==> config.mk <==
export PLATFORM = sky130hd
export DESIGN_NAME = wind_window_statistics
export DESIGN_NICKNAME = d
export VERILOG_FILES = /design/src/rtl/wws_pkg.sv /design/src/rtl/wws_ring.sv /design/src/rtl/wws_div.sv /design/src/rtl/wind_window_statistics.sv
export SDC_FILE = /design/constraint.sdc
export NUM_CORES = 2
export LEC_CHECK = 0
export ABC_CLOCK_PERIOD_IN_PS = 25100
export BUFFER_PORTS_ARGS = -buffer_cell sky130_fd_sc_hd__buf_4
export CAP_MARGIN = 20
export CORE_UTILIZATION = 45
export DETAILED_ROUTE_END_ITERATION = 6
export HOLD_SLACK_MARGIN = 0.08
export PLACE_DENSITY = 0.66
export SYNTH_ARGS = -nofsm -noshare
export SYNTH_HDL_FRONTEND = slang
export SYNTH_HIERARCHICAL = 1
export SYNTH_SLANG_ARGS = --single-unit
export TNS_END_PERCENT = 20
==> constraint.sdc <==
create_clock -name aclk -period 25.1 [get_ports aclk]
set_input_delay 1.255 -clock aclk [delete_from_list [all_inputs] [get_ports aclk]]
set_output_delay 1.255 -clock aclk [all_outputs]
set_load 0.01 [all_outputs]
==> src/rtl/wws_pkg.sv <==
// ----------------------------------------------------------------------------
// wws_pkg
// Shared types and constants for the wind window statistics block.
// ----------------------------------------------------------------------------
package wws_pkg;

    localparam int CFG_INDEX_W = 3;
    localparam int CFG_DATA_W  = 16;
    localparam int WLEN_W      = 7;
    localparam int SPEED_W     = 16;
    localparam int MSEL_W      = 3;
    localparam int COUNT_W     = 8;

    // register indexes of the configuration port
    localparam logic [CFG_INDEX_W-1:0] CFG_WINDOW_LEN     = 3'd0;
    localparam logic [CFG_INDEX_W-1:0] CFG_WIND_LIMIT     = 3'd1;
    localparam logic [CFG_INDEX_W-1:0] CFG_MEASURE_SELECT = 3'd2;
    localparam logic [CFG_INDEX_W-1:0] CFG_RETRY_LIMIT    = 3'd3;

    // register reset values
    localparam logic [WLEN_W-1:0]  WLEN_RESET   = 7'd16;
    localparam logic [SPEED_W-1:0] LIMIT_RESET  = 16'hFFFF;
    localparam logic [MSEL_W-1:0]  MSEL_RESET   = 3'd1;
    localparam logic [COUNT_W-1:0] RETRY_RESET  = 8'd3;
    localparam logic [COUNT_W-1:0] COUNT_MAX    = 8'hFF;

    // measure_select codes
    localparam logic [MSEL_W-1:0] MSEL_MAX  = 3'd2;
    localparam logic [MSEL_W-1:0] MSEL_MIN  = 3'd3;
    localparam logic [MSEL_W-1:0] MSEL_MEAN = 3'd4;

    // control from the sequencer to the sample ring
    typedef struct packed {
        logic wr_en;
        logic scan_start;
    } wws_ring_ctl_t;

endpackage

==> src/rtl/wws_ring.sv <==
// ----------------------------------------------------------------------------
// wws_ring
// Sample ring memory with a scanner that reads entries 0..len-1 one per cycle
// and accumulates minimum, maximum and sum.
// ----------------------------------------------------------------------------
module wws_ring
    import wws_pkg::*;
#(
    parameter int WINDOW_DEPTH = 64,
    parameter int SAMPLE_BITS  = 16
) (
    input  logic                                       aclk,
    input  logic                                       aresetn,
    input  wws_ring_ctl_t                              ctl,
    input  logic [((WINDOW_DEPTH > 1) ? $clog2(WINDOW_DEPTH) : 1)-1:0] wr_addr,
    input  logic [SAMPLE_BITS-1:0]                     wr_data,
    input  logic [$clog2(WINDOW_DEPTH+1)-1:0]          scan_len,
    output logic                                       scan_done,
    output logic [SAMPLE_BITS-1:0]                     scan_min,
    output logic [SAMPLE_BITS-1:0]                     scan_max,
    output logic [SAMPLE_BITS+$clog2(WINDOW_DEPTH+1)-1:0] scan_sum
);

    localparam int ADDR_W = (WINDOW_DEPTH > 1) ? $clog2(WINDOW_DEPTH) : 1;
    localparam int LEN_W  = $clog2(WINDOW_DEPTH+1);
    localparam int SUM_W  = SAMPLE_BITS + LEN_W;

    logic [SAMPLE_BITS-1:0] mem [WINDOW_DEPTH];
    logic [SAMPLE_BITS-1:0] rd_data_reg;

    logic             busy_reg;
    logic [LEN_W-1:0] issue_cnt_reg;
    logic             dvld_reg;
    logic             last_reg;
    logic             first_reg;
    logic             done_reg;
    logic             issue_last;

    logic [SAMPLE_BITS-1:0] min_reg;
    logic [SAMPLE_BITS-1:0] max_reg;
    logic [SUM_W-1:0]       sum_reg;

    assign issue_last = (issue_cnt_reg == (scan_len - LEN_W'(1)));

    // one write port, one registered read port
    always_ff @(posedge aclk) begin
        if (ctl.wr_en) begin
            mem[wr_addr] <= wr_data;
        end
        rd_data_reg <= mem[issue_cnt_reg[ADDR_W-1:0]];
    end

    always_ff @(posedge aclk) begin
        if (!aresetn) begin
            busy_reg      <= 1'b0;
            issue_cnt_reg <= '0;
            dvld_reg      <= 1'b0;
            last_reg      <= 1'b0;
            first_reg     <= 1'b0;
            done_reg      <= 1'b0;
        end else begin
            dvld_reg <= busy_reg;
            last_reg <= busy_reg && issue_last;
            done_reg <= dvld_reg && last_reg;
            if (ctl.scan_start) begin
                busy_reg      <= 1'b1;
                issue_cnt_reg <= '0;
                first_reg     <= 1'b1;
            end else begin
                if (busy_reg) begin
                    issue_cnt_reg <= issue_cnt_reg + LEN_W'(1);
                    if (issue_last) begin
                        busy_reg <= 1'b0;
                    end
                end
                if (dvld_reg) begin
                    first_reg <= 1'b0;
                end
            end
        end
    end

    // accumulate stage, one entry per cycle
    always_ff @(posedge aclk) begin
        if (dvld_reg) begin
            if (first_reg) begin
                min_reg <= rd_data_reg;
                max_reg <= rd_data_reg;
                sum_reg <= SUM_W'(rd_data_reg);
            end else begin
                if (rd_data_reg < min_reg) begin
                    min_reg <= rd_data_reg;
                end
                if (rd_data_reg > max_reg) begin
                    max_reg <= rd_data_reg;
                end
                sum_reg <= sum_reg + SUM_W'(rd_data_reg);
            end
        end
    end

    assign scan_done = done_reg;
    assign scan_min  = min_reg;
    assign scan_max  = max_reg;
    assign scan_sum  = sum_reg;

endmodule

==> src/rtl/wws_div.sv <==
// ----------------------------------------------------------------------------
// wws_div
// Restoring divider, one quotient bit per cycle.
// ----------------------------------------------------------------------------
module wws_div
    import wws_pkg::*;
#(
    parameter int DIVIDEND_W = 23,
    parameter int DIVISOR_W  = 7
) (
    input  logic                  aclk,
    input  logic                  aresetn,
    input  logic                  start,
    input  logic [DIVIDEND_W-1:0] dividend,
    input  logic [DIVISOR_W-1:0]  divisor,
    output logic                  done,
    output logic [DIVIDEND_W-1:0] quotient
);

    localparam int CNT_W = $clog2(DIVIDEND_W + 1);

    logic                  busy_reg;
    logic                  done_reg;
    logic [CNT_W-1:0]      cnt_reg;
    logic [DIVISOR_W-1:0]  rem_reg;
    logic [DIVIDEND_W-1:0] quo_reg;

    logic [DIVISOR_W:0]    shifted;
    logic                  fits;
    logic [DIVISOR_W:0]    diff;

    always_comb begin
        shifted = {rem_reg, quo_reg[DIVIDEND_W-1]};
        fits    = (shifted >= {1'b0, divisor});
        diff    = shifted - {1'b0, divisor};
    end

    always_ff @(posedge aclk) begin
        if (!aresetn) begin
            busy_reg <= 1'b0;
            done_reg <= 1'b0;
            cnt_reg  <= '0;
        end else begin
            done_reg <= busy_reg && (cnt_reg == CNT_W'(DIVIDEND_W - 1));
            if (start) begin
                busy_reg <= 1'b1;
                cnt_reg  <= '0;
            end else if (busy_reg) begin
                cnt_reg <= cnt_reg + CNT_W'(1);
                if (cnt_reg == CNT_W'(DIVIDEND_W - 1)) begin
                    busy_reg <= 1'b0;
                end
            end
        end
    end

    always_ff @(posedge aclk) begin
        if (start) begin
            rem_reg <= '0;
            quo_reg <= dividend;
        end else if (busy_reg) begin
            // remainder stays below the divisor, so it fits DIVISOR_W bits
            rem_reg <= fits ? diff[DIVISOR_W-1:0] : shifted[DIVISOR_W-1:0];
            quo_reg <= {quo_reg[DIVIDEND_W-2:0], fits};
        end
    end

    assign done     = done_reg;
    assign quotient = quo_reg;

endmodule

==> src/rtl/wind_window_statistics.sv <==
// ----------------------------------------------------------------------------
// wind_window_statistics
// Anemometer poll selection with a sliding window of min, max and mean.
// ----------------------------------------------------------------------------
// Without a window scan, an accepted item goes to the done state, and the result
// registers and m_valid load from there once the output is free. With a full
// window, the one-entry-per-cycle ring scan and the bit-serial divide come first.
// Throughput: one item at a time; the next item is taken once the result is
// registered, even while it waits on m_ready.
// Reset: synchronous, active low; registers to defaults, window restarted.
// ----------------------------------------------------------------------------
module wind_window_statistics
    import wws_pkg::*;
#(
    parameter int WINDOW_DEPTH = 64,
    parameter int SAMPLE_BITS  = 16
) (
    input  logic                   aclk,
    input  logic                   aresetn,

    input  logic                   cfg_valid,
    output logic                   cfg_ready,
    input  logic [CFG_INDEX_W-1:0] cfg_index,
    input  logic [CFG_DATA_W-1:0]  cfg_data,

    input  logic                   s_valid,
    output logic                   s_ready,
    input  logic [15:0]            s_anemometer_a,
    input  logic [15:0]            s_anemometer_b,
    input  logic                   s_read_failed,

    output logic                   m_valid,
    input  logic                   m_ready,
    output logic [15:0]            m_wind_speed,
    output logic                   m_sensor_fault,
    output logic                   m_window_full,
    output logic [15:0]            m_window_min,
    output logic [15:0]            m_window_max,
    output logic [15:0]            m_window_mean,
    output logic [15:0]            m_measure,
    output logic [7:0]             m_error_count,
    output logic                   m_give_up
);

    localparam int ADDR_W = (WINDOW_DEPTH > 1) ? $clog2(WINDOW_DEPTH) : 1;
    localparam int LEN_W  = $clog2(WINDOW_DEPTH + 1);
    localparam int SUM_W  = SAMPLE_BITS + LEN_W;

    typedef enum logic [3:0] {
        ST_IDLE = 4'b0001,
        ST_SCAN = 4'b0010,
        ST_DIV  = 4'b0100,
        ST_DONE = 4'b1000
    } state_t;

    function automatic logic [LEN_W-1:0] clamp_len(input logic [WLEN_W-1:0] v);
        logic [LEN_W-1:0] r;
        if (v == '0) begin
            r = LEN_W'(1);
        end else if (32'(v) > WINDOW_DEPTH) begin
            r = LEN_W'(WINDOW_DEPTH);
        end else begin
            r = LEN_W'(v);
        end
        return r;
    endfunction

    state_t state_reg, state_next;

    logic [WLEN_W-1:0]  window_len_reg;
    logic [SPEED_W-1:0] wind_limit_reg;
    logic [MSEL_W-1:0]  measure_select_reg;
    logic [COUNT_W-1:0] retry_limit_reg;

    logic [ADDR_W-1:0]  write_slot_reg;
    logic [LEN_W-1:0]   fill_count_reg;
    logic [SPEED_W-1:0] held_min_reg;
    logic [SPEED_W-1:0] held_max_reg;
    logic [SPEED_W-1:0] held_mean_reg;
    logic [COUNT_W-1:0] fail_count_reg;

    logic [SPEED_W-1:0] speed_reg;
    logic               fault_reg;
    logic               m_valid_reg;

    logic [LEN_W-1:0]   act_len;
    logic               s_accept;
    logic               cfg_accept;
    logic               out_load;
    logic [SPEED_W-1:0] speed_c;
    logic               fault_c;
    logic               store_c;
    logic [LEN_W-1:0]   slot_inc;
    logic [ADDR_W-1:0]  slot_next_c;
    logic [LEN_W-1:0]   fill_inc_c;
    logic               full_after;
    logic [SPEED_W-1:0] measure_c;
    logic [LEN_W-1:0]   cfg_len;

    wws_ring_ctl_t          ring_ctl;
    logic                   scan_done;
    logic [SAMPLE_BITS-1:0] scan_min;
    logic [SAMPLE_BITS-1:0] scan_max;
    logic [SUM_W-1:0]       scan_sum;
    logic                   div_done;
    logic [SUM_W-1:0]       quotient;

    assign act_len    = clamp_len(window_len_reg);
    assign cfg_len    = clamp_len(cfg_data[WLEN_W-1:0]);
    assign cfg_ready  = 1'b1;
    assign cfg_accept = cfg_valid && cfg_ready;
    assign s_ready    = (state_reg == ST_IDLE);
    assign s_accept   = s_valid && s_ready;
    assign out_load   = (state_reg == ST_DONE) && (!m_valid_reg || m_ready);

    always_comb begin
        speed_c = '0;
        fault_c = 1'b0;
        if (!s_read_failed) begin
            if (s_anemometer_a < wind_limit_reg) begin
                speed_c = s_anemometer_a;
            end else if (s_anemometer_b < wind_limit_reg) begin
                speed_c = s_anemometer_b;
            end else begin
                fault_c = 1'b1;
            end
        end
        store_c     = s_accept && !s_read_failed && !fault_c;
        slot_inc    = LEN_W'(write_slot_reg) + LEN_W'(1);
        slot_next_c = (slot_inc >= act_len) ? '0 : slot_inc[ADDR_W-1:0];
        fill_inc_c  = (fill_count_reg < act_len) ? fill_count_reg + LEN_W'(1)
                                                 : fill_count_reg;
        full_after  = (fill_inc_c >= act_len);
        ring_ctl.wr_en      = store_c;
        ring_ctl.scan_start = store_c && full_after;
    end

    always_comb begin
        case (measure_select_reg)
            MSEL_MAX:  measure_c = held_max_reg;
            MSEL_MIN:  measure_c = held_min_reg;
            MSEL_MEAN: measure_c = held_mean_reg;
            default:   measure_c = speed_reg;
        endcase
    end

    always_comb begin
        state_next = state_reg;
        unique case (state_reg)
            ST_IDLE: begin
                if (s_accept) begin
                    state_next = ring_ctl.scan_start ? ST_SCAN : ST_DONE;
                end
            end
            ST_SCAN: begin
                if (scan_done) begin
                    state_next = ST_DIV;
                end
            end
            ST_DIV: begin
                if (div_done) begin
                    state_next = ST_DONE;
                end
            end
            ST_DONE: begin
                if (out_load) begin
                    state_next = ST_IDLE;
                end
            end
            default: state_next = ST_IDLE;
        endcase
    end

    always_ff @(posedge aclk) begin
        if (!aresetn) begin
            state_reg          <= ST_IDLE;
            window_len_reg     <= WLEN_RESET;
            wind_limit_reg     <= LIMIT_RESET;
            measure_select_reg <= MSEL_RESET;
            retry_limit_reg    <= RETRY_RESET;
            write_slot_reg     <= ADDR_W'(clamp_len(WLEN_RESET) - LEN_W'(1));
            fill_count_reg     <= '0;
            held_min_reg       <= '0;
            held_max_reg       <= '0;
            held_mean_reg      <= '0;
            fail_count_reg     <= '0;
            m_valid_reg        <= 1'b0;
        end else begin
            state_reg <= state_next;

            if (out_load) begin
                m_valid_reg <= 1'b1;
            end else if (m_ready) begin
                m_valid_reg <= 1'b0;
            end

            if (s_accept) begin
                if (s_read_failed) begin
                    if (fail_count_reg != COUNT_MAX) begin
                        fail_count_reg <= fail_count_reg + COUNT_W'(1);
                    end
                end else begin
                    fail_count_reg <= '0;
                end
            end

            if (store_c) begin
                write_slot_reg <= slot_next_c;
                fill_count_reg <= fill_inc_c;
            end

            if (scan_done) begin
                held_min_reg <= SPEED_W'(scan_min);
                held_max_reg <= SPEED_W'(scan_max);
            end
            if (div_done) begin
                held_mean_reg <= SPEED_W'(quotient);
            end

            if (cfg_accept) begin
                unique case (cfg_index)
                    CFG_WINDOW_LEN: begin
                        // new length restarts the window
                        window_len_reg <= cfg_data[WLEN_W-1:0];
                        write_slot_reg <= ADDR_W'(cfg_len - LEN_W'(1));
                        fill_count_reg <= '0;
                        held_min_reg   <= '0;
                        held_max_reg   <= '0;
                        held_mean_reg  <= '0;
                    end
                    CFG_WIND_LIMIT:     wind_limit_reg     <= cfg_data[SPEED_W-1:0];
                    CFG_MEASURE_SELECT: measure_select_reg <= cfg_data[MSEL_W-1:0];
                    CFG_RETRY_LIMIT:    retry_limit_reg    <= cfg_data[COUNT_W-1:0];
                    default: ;
                endcase
            end
        end
    end

    always_ff @(posedge aclk) begin
        if (s_accept) begin
            speed_reg <= speed_c;
            fault_reg <= fault_c;
        end
        if (out_load) begin
            m_wind_speed   <= speed_reg;
            m_sensor_fault <= fault_reg;
            m_window_full  <= (fill_count_reg >= act_len);
            m_window_min   <= held_min_reg;
            m_window_max   <= held_max_reg;
            m_window_mean  <= held_mean_reg;
            m_measure      <= measure_c;
            m_error_count  <= fail_count_reg;
            m_give_up      <= fault_reg || (fail_count_reg >= retry_limit_reg);
        end
    end

    assign m_valid = m_valid_reg;

    wws_ring #(
        .WINDOW_DEPTH (WINDOW_DEPTH),
        .SAMPLE_BITS  (SAMPLE_BITS)
    ) u_ring (
        .aclk      (aclk),
        .aresetn   (aresetn),
        .ctl       (ring_ctl),
        .wr_addr   (slot_next_c),
        .wr_data   (SAMPLE_BITS'(speed_c)),
        .scan_len  (act_len),
        .scan_done (scan_done),
        .scan_min  (scan_min),
        .scan_max  (scan_max),
        .scan_sum  (scan_sum)
    );

    wws_div #(
        .DIVIDEND_W (SUM_W),
        .DIVISOR_W  (LEN_W)
    ) u_div (
        .aclk     (aclk),
        .aresetn  (aresetn),
        .start    (scan_done),
        .dividend (scan_sum),
        .divisor  (act_len),
        .done     (div_done),
        .quotient (quotient)
    );

    // scan and divide results only arrive in their own states
    a_scan_in_state: assert property (@(posedge aclk) disable iff (!aresetn)
        scan_done |-> (state_reg == ST_SCAN))
        else $error("scan finished outside of scan state");

    a_div_in_state: assert property (@(posedge aclk) disable iff (!aresetn)
        div_done |-> (state_reg == ST_DIV))
        else $error("divide finished outside of divide state");

    a_fill_bound: assert property (@(posedge aclk) disable iff (!aresetn)
        fill_count_reg <= act_len)
        else $error("fill count beyond window length");

    // statistics stay zero until full, and with 16-bit samples the mean lies between min and max
    a_stats_sane: assert property (@(posedge aclk) disable iff (!aresetn)
        m_valid |-> (m_window_full
            ? ((SAMPLE_BITS > 16) || ((m_window_min <= m_window_mean)
                                   && (m_window_mean <= m_window_max)))
            : ((m_window_min == '0) && (m_window_max == '0)
                                    && (m_window_mean == '0))))
        else $error("window statistics inconsistent");

endmodule

* Yosys cells after proc, flatten, opt, wreduce, memory -nomap -nowiden
Memory sizes are Yosys's and may differ from the RTL's. A register that Yosys moved wholly into a read port is not among the register bits.
Index checks and enable logic that the tools add are counted.
** Storage, ports and cells
- Bits of input ports :: 57
- Output and inout port bits :: 94
- Memories :: 1
- RAM bits :: 1024
- Register bits after elaboration :: 320
** Cells by class
- Reductions and logical operators :: 31
- Mux-type cells :: 56
- $lt $le $gt $ge :: 12
- Eq/ne operators :: 18
- Bitwise logic cells :: 1
- Add/subtract/negate cells :: 9
** Memories
- u_ring.mem :: words 64, bits a word 16, read ports 1, clocked after Yosys merged registers in 1, wr ports 1, RTL line wws_ring.sv:28 : logic [SAMPLE_BITS-1:0] mem [WINDOW_DEPTH];
** Operators with widths (number)
- two-way mux 16 bit :: 17
- two-way mux 7 bit :: 7
- < comparator 16 bit :: 3
- case mux 16 bit (3 select lines) :: 1
- two-way mux 23 bit :: 2
- two-way mux 6 bit :: 6
- adder 23 x 16 -> 23 bit :: 1
- greater-or-equal comparator 7 bit :: 3
- two-way mux 4 bit :: 5
- > comparator 16 bit :: 1
- two-way mux 8 bit :: 2
- case mux 4 bit (4 select lines) :: 1
- two-way mux 1 bit :: 15
- adder 7 x 1 -> 7 bit (second input constant) :: 2
- > comparator 7 bit (second input constant) :: 2
- zero test 7 bit :: 2
- AND reduction 2 bit :: 7
- equality test 3 x 2 -> 1 bit (second input constant) :: 4
- nonzero test 2 bit :: 5
- adder 8 x 1 -> 8 bit (second input constant) :: 1
- greater-or-equal comparator 8 x 7 -> 1 bit :: 1
- greater-or-equal comparator 8 bit :: 1
- logical AND 1 bit :: 8
- != test 2 x 1 -> 1 bit (second input constant) :: 4
- other kinds (22) :: 26

* Logic depth before layout (Yosys ltp)
- Word-level depth :: 10
- Depth in mapped cells :: 17

* By module
Netlist, hierarchy kept.
** Modules (own cells, without submodules)
- wws_ring :: cells each 2160, instances 1, sequential area each 32961.6 um^2, area an instance 44037.2 um^2
- wind_window_statistics :: cells each 910, instances 1, sequential area each 5405.2 um^2, area an instance 9862.0 um^2
- wws_div :: cells each 185, instances 1, sequential area each 970.9 um^2, area an instance 2090.8 um^2

* Worst setup path before layout
No wires, ideal clock.
- Path type :: input-to-reg
- Start :: input port m_ready
- End :: register m_error_count[0], enable pin
- Data arrival time :: 9.873 ns
- Slack :: 14.462 ns
- Stages on the path :: 2
- Library setup time :: 0.764 ns
- Cell sequence :: nor2b_1 nor4_1
** On the way
- Cells in the longest elaborated chain, start to end :: 2
** Ends and longest elaborated chain
- from (decl) :: RTL line wind_window_statistics.sv:33 : input logic m_ready,
- logical OR 1 bit :: RTL line wind_window_statistics.sv:114 : assign out_load = (state_reg == ST_DONE) && (!m_valid_reg || m_ready);
- logical AND 1 bit :: RTL line wind_window_statistics.sv:114
- net out_load :: RTL line wind_window_statistics.sv:89 : logic out_load;
- to (signal assigned) :: RTL line wind_window_statistics.sv:253 : m_error_count <= fail_count_reg;
- to (decl) :: RTL line wind_window_statistics.sv:41 : output logic [7:0] m_error_count,
The timed path passes the listed nets, and every way through them passes these cells.
A chain may end at the register's enable or synchronous reset.

* Worst setup path in the final report
- Start :: input port s_anemometer_b[11]
- End :: memory u_ring.mem[46][14], enable pin
** On the way
- Cells in the longest elaborated chain, start to end :: 8
** Ends and longest elaborated chain
- from (decl) :: RTL line wind_window_statistics.sv:29 : input logic [15:0] s_anemometer_b,
- < comparator 16 bit :: RTL line wind_window_statistics.sv:122 : end else if (s_anemometer_b < wind_limit_reg) begin
- two-way mux 1 bit :: RTL line wind_window_statistics.sv:122
- two-way mux 1 bit :: RTL line wind_window_statistics.sv:120 : if (s_anemometer_a < wind_limit_reg) begin
- two-way mux 1 bit :: RTL line wind_window_statistics.sv:119 : if (!s_read_failed) begin
- zero test 1 bit :: RTL line wind_window_statistics.sv:128 : store_c = s_accept && !s_read_failed && !fault_c;
- logical AND 1 bit :: RTL line wind_window_statistics.sv:128
- two-way mux 1 bit :: RTL line wws_ring.sv:47 : if (ctl.wr_en) begin
- two-way mux 1 bit (implied by the code) :: RTL line wws_ring.sv:48 : mem[wr_addr] <= wr_data;
- to (decl) :: RTL line wws_ring.sv:28
No other way between the ends.

==> impl_metrics.toml <==
[routing]
routed_wl_mm = 135
top_layer_used = "met5"
wire_per_inst_um = 25.7
drc = 0
vias_per_cell = 5.85
vias = 30600
final_antenna_net_count = 0
drt_iter0_drc = 3406
wl_met1_mm = 56.0
wl_met3_mm = 11.0
met2_length_mm = 63.5
first_pass_iters = 5

[worst_setup_path]
cp-end-kind = "flop"
crit_chain = "buf_4 -> ha_1 -> a21oi_1 -> o21ai_0 -> a221oi_1 -> nand3b_1 -> a21oi_4 -> nor2b_1 -> nand3_1 -> nor2_1 -> buf_4"
path_depth = 11
worst_path_largest_cell_delay_ns = 0.87
rr_startpoint = "u_ring/issue_cnt_reg[0]"
reg2reg_slack_ns = 20.14
crit_arrival_ns = 5.43
path_buf_inv = 2
worstPathRequired_ns = 25.55
startpoint_type = "input pin"
crit_top_cell = "buf_4"
slowest_stage = "nor2_1"
critical-path-top-delay-family = "simple AND/OR/NAND/NOR gates"
cp_max_fo = 18
ff2ff_path_depth = 7
crit_start = "s_anemometer_b[11]"
reg2reg_to = "u_ring/rd_data_reg[11]"
path_class = "input pin to flop"
crit_end = "u_ring/mem[46][14]"

[layout]
nets = 3672
area_growth_pct = 14.3
regMostFlops = "u_ring/mem"
drive_gt1_share_pct = 23.2
area.sequential_um2 = 39400
n_fill_cell = 9845
largest_reg_flops = 1024
multi_input_area_um2 = 15600
antennaDiodeCount = 0

[die]
ios = 151
rows = 129
initial_core_util_pct = 45.3
die_h_um = 355
die_width_um = 355
core_um2 = 123000
dieArea_um2 = 126000

[yosys]
ys_types = 80
synthesis.area_um2 = 56000
syn_nets = 3435
ys_warn_count = 6
synthArstFlopShare_pct = 0
synth_seq_cells = 1360
avgSynthCellArea_um2 = 17.2
synth_seq_area_share_pct = 70.3
syn_inst = 3255
synth_flop_cell = "edfxtp_1"
synth_edf_count = 1210

[global_route]
grt_pass1_wl_mm = 199
grt_usage_pct = 21.5
antenna_found_initial = 4
grt_max_degree = 126
overflow = 0
grt_pass1_vias = 30100

[clock_tree]
clock_sinks = 1360
cts_tree = "yes"
clkLatencyLatePin_ns = 0.75
path_clk_slew_ns = 0.06
cts_resized = 0
numCtsBuffers = 139
root_buffer = "clkbuf_16"
ctsHoldBuffers = 0
htree_levels = 4
cts_setup_buffers = 0
clockBufferDepth = 3

[timing]
hold_viol = 0
setup-violations-final = 0
min_period_ns = 4.98
slew_violations = 0
worstMarginPinSlew_ns = 1.05
fmax_ghz = 0.201
rsz0062_at_grt = "false"
final.period_utilization_pct = 19.8
skew_ns = 0.0341
relSlewSlack_pct = 29.5
setup_tns_ns = 0

[run_status]
status = "complete, no violations"

[power_and_ir_drop]
p_per_area_nw_per_um2 = 76.6
leakagePower_nw = 20.9
ir_drop_mv = 0.0697
total_power_mw = 4.90

[worst_hold_path]
hp-class = "flop to flop"

[place]
port_buffers = 149
place_hpwl_mm = 82.7
gp_congestion = 0.830

[run]
max_cap_violations = 0
==> stage by stage <==
stage | setup slack, ns | instance area, µm² | util [%] | hold slack [ns] | instances
floorplan | 14.46 | 56000 | - | 0.426 | 3255
global placement | 19.46 | 59300 | 48.1 | 0.448 | 4986
detailed placement | 19.25 | 59400 | 48.1 | 0.453 | 4987
CTS | 20.03 | 64000 | 51.8 | 0.460 | 5241
global route | 19.76 | 64000 | 51.8 | 0.465 | 5242
finish | 20.12 | 64000 | 51.8 | 0.461 | 5242
==> layer usage <==
| layer | up-vias | track usage, % |
|---|---|---|
| met5 | - | 0 |
| met4 | 4 | 7.31 |
| li1 | 13400 | - |
| met3 | 233 | 4.26 |
| met2 | 1306 | 33.7 |
| met1 | 15700 | 30.0 |
==> layout by cell type, fill, tap and decap left out, types with 20 or more instances in the layout <==
cell and n:
o21ai_0 71, nor2b_1 23, nand3_1 42, a21oi_1 93, mux2_2 52, nor2_1 191
xnor2_1 26, clkbuf_1 29, o22ai_1 45, mux2i_1 120, a31oi_1 20, nand2_1 158
clkinv_1 27, nor3_1 21, buf_4 261, inv_1 95, nand2b_1 30, nand4_1 24
edfxtp_1 1210, mux4_2 266, a22oi_1 27, o211ai_1 22, a211oi_1 37, dfxtp_1 143
ha_1 121, clkbuf_16 144
==> cell type report <==
type                            count  area share, %
Clock inverter                     73           1.24
Timing Repair Buffer              264           3.14
Inverter                           95          0.557
Sequential cell                  1360           61.5
Multi-Input combinational cell   1632           24.4
Tap cell                         1637           3.20
Clock buffer                      181           5.97
==> cells by family (layout without fill, tap and decap cells) <==
kind of cell | after synthesis | count (layout) | share of synthesized area, %
muxes | 438 | 438 | 13.9
xor gates and xnor gates | 44 | 44 | 0.688
and+or+nand+nor | 589 | 589 | 4.98
DFF | 1360 | 1360 | 70.3
AOI/OAI and AO/OA | 437 | 437 | 5.24
other | 1 | 1 | 0.00670
adders and majority gates | 123 | 123 | 2.78
buffers and inverters | 263 | 613 | 2.16
==> synthesized netlist by cell type, drive strengths merged, types with 20 or more instances <==
cell type / number / area [µm²]
a211oi: 39 / 305
a21oi: 94 / 482
a22oi: 27 / 203
a31oi: 20 / 125
buf: 80 / 523
clkbuf: 88 / 330
dfxtp: 150 / 3000
edfxtp: 1210 / 36300
ha: 121 / 1510
inv: 95 / 357
mux2: 52 / 586
mux2i: 120 / 1200
mux4: 266 / 5990
nand2: 160 / 603
nand2b: 30 / 188
nand3: 43 / 220
nand4: 24 / 150
nor2: 208 / 783
nor2b: 23 / 144
nor3: 24 / 125
o211ai: 22 / 165
o21ai: 72 / 360
o22ai: 45 / 282
xnor2: 26 / 228
==> power by group <==
| part | switching, mW | internal [mW] | leakage, nW |
|---|---|---|---|
| logic | 0.198 | 0.0986 | 6.37 |
| clock network | 0.865 | 1.22 | 2.24 |
| registers | 0.0215 | 2.50 | 12.3 |
==> worst min-delay path by stage <==
stage                       from           endpoint  slack (ns)  cells after the start
5_1_grt        held_mean_reg[10]  m_window_mean[10]        0.47                      0
3_5_place_dp    held_mean_reg[5]   m_window_mean[5]        0.45                      0
2_1_floorplan      speed_reg[13]   m_wind_speed[13]        0.43                      0
6_report         u_ring/last_reg   u_ring/scan_done        0.46                      1
3_3_place_gp     u_ring/last_reg   u_ring/scan_done        0.45                      1
4_1_cts        held_mean_reg[10]  m_window_mean[10]        0.46                      0
No activity file was read; power rests on OpenSTA's default activity.
